--- src/hdl/slrs_pkg.sv ---
`timescale 1ns / 1ps
`default_nettype none
// ----------------------------------------------------------------------------
// slrs_pkg
// shared sizes, request codes and inter-module structs of the ring log store
// ----------------------------------------------------------------------------
package slrs_pkg;

  localparam int KINDS      = 4;
  localparam int SLOTS      = 16;
  localparam int SLOT_BYTES = 32;

  localparam int KIND_W      = (KINDS > 1) ? $clog2(KINDS) : 1;
  localparam int SLOT_W      = $clog2(SLOTS);
  localparam int BYTE_W      = (SLOT_BYTES > 1) ? $clog2(SLOT_BYTES) : 1;
  localparam int OFF_W       = $clog2(SLOT_BYTES + 1);
  localparam int SEQ_W       = 16;
  localparam int MASK_W      = 4;
  localparam int SEQ_DEPTH   = KINDS * SLOTS;
  localparam int SEQ_AW      = $clog2(SEQ_DEPTH);
  localparam int ENTRY_DEPTH = KINDS * SLOTS * SLOT_BYTES;
  localparam int ENTRY_AW    = $clog2(ENTRY_DEPTH);

  typedef enum logic [1:0] {
    REQ_INIT  = 2'd0,
    REQ_WRITE = 2'd1,
    REQ_READ  = 2'd2,
    REQ_NONE  = 2'd3
  } req_t;

  localparam logic STATUS_OK       = 1'b0;
  localparam logic STATUS_DISABLED = 1'b1;

  // clearing sweep after reset
  typedef struct packed {
    logic                active;
    logic [ENTRY_AW-1:0] addr;
  } clr_t;

  typedef struct packed {
    logic              start;
    logic [KIND_W-1:0] kind;
  } head_req_t;

  typedef struct packed {
    logic              done;
    logic [SLOT_W-1:0] head;
    logic [SEQ_W-1:0]  next_seq;
  } head_rsp_t;

  typedef struct packed {
    logic              en;
    logic [KIND_W-1:0] kind;
    logic [SLOT_W-1:0] slot;
    logic [SEQ_W-1:0]  data;
  } seq_wr_t;

  typedef struct packed {
    logic              en;
    logic [KIND_W-1:0] kind;
    logic [SLOT_W-1:0] slot;
    logic [BYTE_W-1:0] off;
  } entry_acc_t;

endpackage
`default_nettype wire

--- src/hdl/slrs_seq_store.sv ---
`timescale 1ns / 1ps
`default_nettype none
// ----------------------------------------------------------------------------
// slrs_seq_store
// sequence word memory with the head walker (one shared increment/compare)
// ----------------------------------------------------------------------------
module slrs_seq_store (
  input  wire logic                clk,
  input  wire logic                rst,
  input  wire slrs_pkg::clr_t      clr,
  input  wire slrs_pkg::seq_wr_t   wr,
  input  wire slrs_pkg::head_req_t req,
  output slrs_pkg::head_rsp_t      rsp
);

  typedef enum logic [3:0] {
    H_IDLE  = 4'b0001,
    H_FIRST = 4'b0010,
    H_WALK  = 4'b0100,
    H_WRAP  = 4'b1000
  } hstate_t;

  function automatic logic [slrs_pkg::SEQ_AW-1:0] seq_addr(
    input logic [slrs_pkg::KIND_W-1:0] kind,
    input logic [slrs_pkg::SLOT_W-1:0] slot
  );
    return slrs_pkg::SEQ_AW'(int'(kind) * slrs_pkg::SLOTS + int'(slot));
  endfunction

  logic [slrs_pkg::SEQ_W-1:0]  mem [slrs_pkg::SEQ_DEPTH];
  logic [slrs_pkg::SEQ_W-1:0]  rdata;
  logic [slrs_pkg::SEQ_W-1:0]  prev;
  logic [slrs_pkg::SEQ_W-1:0]  inc;
  logic [slrs_pkg::SLOT_W-1:0] step;
  logic [slrs_pkg::SLOT_W-1:0] rd_slot;
  logic [slrs_pkg::KIND_W-1:0] kind_q;
  logic [slrs_pkg::KIND_W-1:0] kind_sel;
  logic [slrs_pkg::SLOT_W-1:0] head_q;
  logic [slrs_pkg::SEQ_W-1:0]  seq_q;
  logic                        done_q;
  logic                        rd_en;
  logic                        run_end;
  logic                        clr_hit;
  hstate_t                     state;
  hstate_t                     state_next;

  // the one shared unit: previous word plus one, compared with the new word
  assign inc      = prev + slrs_pkg::SEQ_W'(1);
  assign run_end  = (rdata != inc);
  assign kind_sel = (state == H_IDLE) ? req.kind : kind_q;
  assign clr_hit  = clr.active &&
                    ({1'b0, clr.addr} < (slrs_pkg::ENTRY_AW + 1)'(slrs_pkg::SEQ_DEPTH));

  always_comb begin
    state_next = state;
    rd_en      = 1'b0;
    rd_slot    = '0;
    unique case (state)
      H_IDLE: begin
        if (req.start) begin
          rd_en      = 1'b1;
          state_next = H_FIRST;
        end
      end
      H_FIRST: begin
        rd_en      = 1'b1;
        rd_slot    = slrs_pkg::SLOT_W'(1);
        state_next = H_WALK;
      end
      H_WALK: begin
        if (run_end) begin
          state_next = H_IDLE;
        end else if (step == slrs_pkg::SLOT_W'(slrs_pkg::SLOTS - 1)) begin
          state_next = H_WRAP;
        end else begin
          rd_en   = 1'b1;
          rd_slot = (step == slrs_pkg::SLOT_W'(slrs_pkg::SLOTS - 2)) ?
                    '0 : step + slrs_pkg::SLOT_W'(2);
        end
      end
      H_WRAP: begin
        state_next = H_IDLE;
      end
      default: begin
        state_next = H_IDLE;
      end
    endcase
  end

  always_ff @(posedge clk) begin
    if (rst) begin
      state  <= H_IDLE;
      done_q <= 1'b0;
    end else begin
      state  <= state_next;
      done_q <= ((state == H_WALK) && run_end) || (state == H_WRAP);
    end
  end

  always_ff @(posedge clk) begin
    if ((state == H_IDLE) && req.start) begin
      kind_q <= req.kind;
    end
    if (state == H_FIRST) begin
      prev <= rdata;
      step <= '0;
    end
    if (state == H_WALK) begin
      prev <= rdata;
      step <= step + slrs_pkg::SLOT_W'(1);
      if (run_end) begin
        head_q <= step;
        seq_q  <= inc;
      end
    end
    // full circle: head is slot 0, prev now holds slot 0's word
    if (state == H_WRAP) begin
      head_q <= '0;
      seq_q  <= inc;
    end
  end

  always_ff @(posedge clk) begin
    if (clr_hit) begin
      mem[clr.addr[slrs_pkg::SEQ_AW-1:0]] <= '0;
    end else if (wr.en) begin
      mem[seq_addr(wr.kind, wr.slot)] <= wr.data;
    end
    if (rd_en) begin
      rdata <= mem[seq_addr(kind_sel, rd_slot)];
    end
  end

  assign rsp.done     = done_q;
  assign rsp.head     = head_q;
  assign rsp.next_seq = seq_q;

endmodule
`default_nettype wire

--- config.mk ---
export PLATFORM = sky130hd
export DESIGN_NAME = slrs_seq_store
export DESIGN_NICKNAME = d
export VERILOG_FILES = /design/src/hdl/slrs_pkg.sv /design/src/hdl/slrs_seq_store.sv
export SDC_FILE = /design/constraint.sdc
export NUM_CORES = 1
export LEC_CHECK = 0
export ABC_CLOCK_PERIOD_IN_PS = 7200
export BUFFER_PORTS_ARGS = -buffer_cell sky130_fd_sc_hd__buf_2
export CORE_UTILIZATION = 40
export DETAILED_ROUTE_END_ITERATION = 8
export PLACE_DENSITY = 0.52
export SLEW_MARGIN = 30
export SYNTH_ARGS = -nofsm -noshare
export SYNTH_HDL_FRONTEND = slang
export SYNTH_SLANG_ARGS = --single-unit
--- constraint.sdc ---
create_clock -name clk -period 7.2 [get_ports clk]
set_clock_uncertainty 0.1 [all_clocks]
set_input_delay 1.08 -clock clk [delete_from_list [all_inputs] [get_ports clk]]
set_output_delay 1.08 -clock clk [all_outputs]
set_load 0.01 [all_outputs]
==> summary.md <==
| Metric | Value |
|---|---|
| Status | finished, final reports clean |
| Cts hold-fix bufs | 0 |
| Commonest non-fill, non-tap cell in the layout | edfxtp_1 |
| Grt met2 use | 34.86% |
| Diode count | 0 |
| Clock net sink count | 1087 |
| Internal power | 0.01067 W |
| Clk slew on worst S/H paths | 0.06 ns |
| Max Freq | 163.5 MHz |
| RSZ-0062 raised after global routing | no |
| Nets@finish | 3244 |
| Syn Nets | 3113 |
| Port bufs | 60 |
| Period utilization | 84.95% |
| Clk_lat worst skew | 0.69 ns |
| Largest net degree at the start of global routing | 102 |
| Avg WL per Cell | 26.85 µm |
| WP data required | 7.65 ns |
| Fill cell instance count of the final layout | 9426 |
| Setup TNS | 0 ns |
| Synthesized area | 43740 µm² |
| Async set-reset flop share out of synthesis | 0% |
| Final HPWL DP | 74060 µm |
| Starting Density | 40.57% |
| Most frequent cells in the layout | edfxtp_1 (1078), nand2_1 (700), nand3_1 (280) |
| Post-CTS Setup Bufs | 0 |
| Share of layout cells above drive strength 1 | 13.47% |
| Util after Layout | 46.50% |
| Crit Path Category | reg -> reg |
| First-pass GRT wire length | 181100 µm |
| Final ANT Viol Nets | 0 |
| Busiest grt layer | met2 |
| WHS Path Cells | 2 |
| Crit. End Element | flip-flop |
| Number of synthesized flops with an enable pin | 1078 |
| Synth Warn # | 0 |
| Reg2Reg Launch Point | prev[0]$_DFFE_PN_ |
| Gate Count Post-Synth | 3069 |
| Max-slew violations | 0 |
| Seq pwr share | 52.2% |
| Horiz. Die Dim | 332.7 µm |
| Max_cap viols | 0 |
| Switching fraction of total power | 21.52% |
| Wirelength, routed | 126200 µm |
| Worst vdd ir | 0.0002007 V |
| Pre-antenna DRT Iters | 6 |
| Post-CTS sizing | 0 |
| Initial DRC count | 2636 |
| Critical path arrival | 6.56 ns |
| Initial antenna violation count | 5 |
| Seq cells post-synth | 1087 |
| CTS tree | built |
| Final worst setup slack | 1.084 ns |
| Placer Congestion | 0.8548 |
| Synth unique cells | 64 |
| Critical hold path startpoint | head_q[0]$_SDFFE_PP0P_ |
| Core Region | 107800 µm² |
| Clock power share | 43.3% |
| Die Span Y | 332.7 µm |
| # setup viols final | 0 |
| Vias in the first global route | 25600 |
| Slew headroom | 29.44% |
| Leakage | 16.26 nW |
| Worst hold path type | reg -> reg |
| Layout area overhead | 14.61% |
| Max Root-Sink Buffers | 3 |
| Final instance area | 50130 µm² |
| Logic gate share of total power | 4.6% |
| Vias per cell | 5.640 |
| Fin. Hold Viols | 0 |
| Register area share after synthesis | 74.42% |
| Predominant post-synthesis flop cell | edfxtp_1 |
| H-Tree Depth | 3 |
| Worst R2R Path Depth | 14 |
| Row count | 120 |
| R2R Setup Slk | 1.08 ns |
| Worst-margin pin slew | 1.049 ns |
| I/O pin count | 61 |
| Placed inst area | 46380 µm² |
| Clock root cell | clkbuf_16 |
| Num CTS Buffers | 114 |
| Via count | 26510 |
| Period minus WS final | 6.116 ns |
| Tot GR Track Use | 22.61% |
| Type of origin of the critical path | flip-flop |
| Psw | 0.002925 W |
| Min-Delay Endpoint | head_q[0]$_SDFFE_PP0P_ |
| Placement Setup Slack | 1.172 ns |
| Met3 Resource Use GR | 4.559% |
| FF-to-FF End | rdata[1]$_DFFE_PP_ |
| Avg Synthesized Cell Area | 14.25 µm² |
| Power Dens Cells | 271.2 nW/µm² |
| Grt ovf | 0 |
| Die ar. | 110700 µm² |
| Crit-path max FO | 55 |
| Met1 Resource Use GR | 31.72% |
| DRC Markers | 0 |
[how the worst max path moves through the flow]
stage          cells after the start               from                   to  slack, ns
5_1_grt                           14  prev[0]$_DFFE_PN_   rdata[1]$_DFFE_PP_       0.87
6_report                          14  prev[0]$_DFFE_PN_   rdata[1]$_DFFE_PP_       1.08
4_1_cts                           14  prev[0]$_DFFE_PN_   rdata[1]$_DFFE_PP_       1.15
3_3_place_gp                      13  prev[0]$_DFFE_PN_   rdata[8]$_DFFE_PP_       1.07
2_1_floorplan                     15  prev[0]$_DFFE_PN_  rdata[10]$_DFFE_PP_       3.07
3_5_place_dp                      14  prev[0]$_DFFE_PN_   rdata[1]$_DFFE_PP_       1.17
[stage by stage]
| stage | total power, W | std cells | hold WS [ns] |
|---|---|---|---|
| 6_report | 0.01359 | 4700 | 0.3917 |
| 5_1_grt | 0.01397 | 4700 | 0.4183 |
| 4_1_cts | 0.01368 | 4700 | 0.3969 |
| 3_5_place_dp | 0.007839 | 4487 | 0.3819 |
| 3_3_place_gp | 0.007823 | 4483 | 0.3756 |
| 2_1_floorplan | 0.007515 | 3069 | 0.3473 |
[synthesized netlist by cell type, drive strengths merged (9+ instances only)]
cell	instances	share of area, %
inv	10	0.086
edfxtp	1078	74
a32o	15	0.34
nand2	702	6.0
mux2	21	0.54
and3	23	0.33
o31a	16	0.32
a22o	16	0.32
o21ai	41	0.47
nand3	282	3.2
nor4	41	0.64
nor3	10	0.11
nor2	91	0.79
a31oi	17	0.24
xnor2	19	0.38
o22ai	36	0.51
xor2	12	0.24
clkbuf	128	1.1
dfxtp	9	0.41
mux2i	234	5.4
buf	44	0.48
nand4	12	0.20
a221oi	15	0.30
a21oi	100	1.1
mux4	15	0.77
[logic make-up after synthesis]
| logic type | after synthesis | synth area share (%) |
|---|---|---|
| AO/OA/AOI/OAI | 281 | 4.131 |
| XOR/XNOR | 35 | 0.8382 |
| adder cells (fa/ha/maj) | 4 | 0.1144 |
| buffers and inverters | 182 | 1.668 |
| flip-flops | 1087 | 74.42 |
| multiplexers | 270 | 6.668 |
| AND/OR/NAND/NOR | 1210 | 12.16 |
[routing by layer]
layer | vias up | wire length, µm
li1 | 11780 | -
met1 | 13570 | 55200
met2 | 957 | 57370
met3 | 201 | 9067
met4 | 0 | 4549
met5 | - | 0
[worst max-delay path, cell delays in order, from the launching register on]
cell and delay [ns]:
edfxtp_1 0.48, ha_1 0.29, nand4_2 0.25, nor4_2 0.48
o22a_1 0.19, o2111ai_1 0.11, or4_1 0.68, nor4b_4 0.95
buf_12 0.37, buf_4 0.48, mux2i_1 0.14, mux2i_1 0.25
o22ai_1 0.13, nor4_1 0.73, a22o_1 0.24
[flip-flops by register name (all words and copies together), names as in the netlist]
register	count
prev	16
kind_q	2
mem	1024
head_q	4
step	4
state	4
done_q	1
seq_q	16
rdata	16
[final cells by class]
type	instances	area, µm²	share of cell area [%]
tap	1403	1755	3.502
clock inverter	63	559.3	1.116
multi-input combinational	1800	10640	21.23
clock buffer	150	3188	6.360
inverter	10	37.54	0.07488
sequential	1087	32550	64.94
timing repair buffer	187	1396	2.786
[power by group through the flow]
stage / sequential [W] / combinational (W) / clock, W
floorplan: 0.00719 / 0.000321 / 0
global placement: 0.00722 / 0.000601 / 0
detailed placement: 0.00722 / 0.000616 / 0
CTS: 0.00709 / 0.000617 / 0.00597
global route: 0.00709 / 0.000658 / 0.00622
finish: 0.00709 / 0.000619 / 0.00588
No activity file was read; power rests on OpenSTA's default activity.
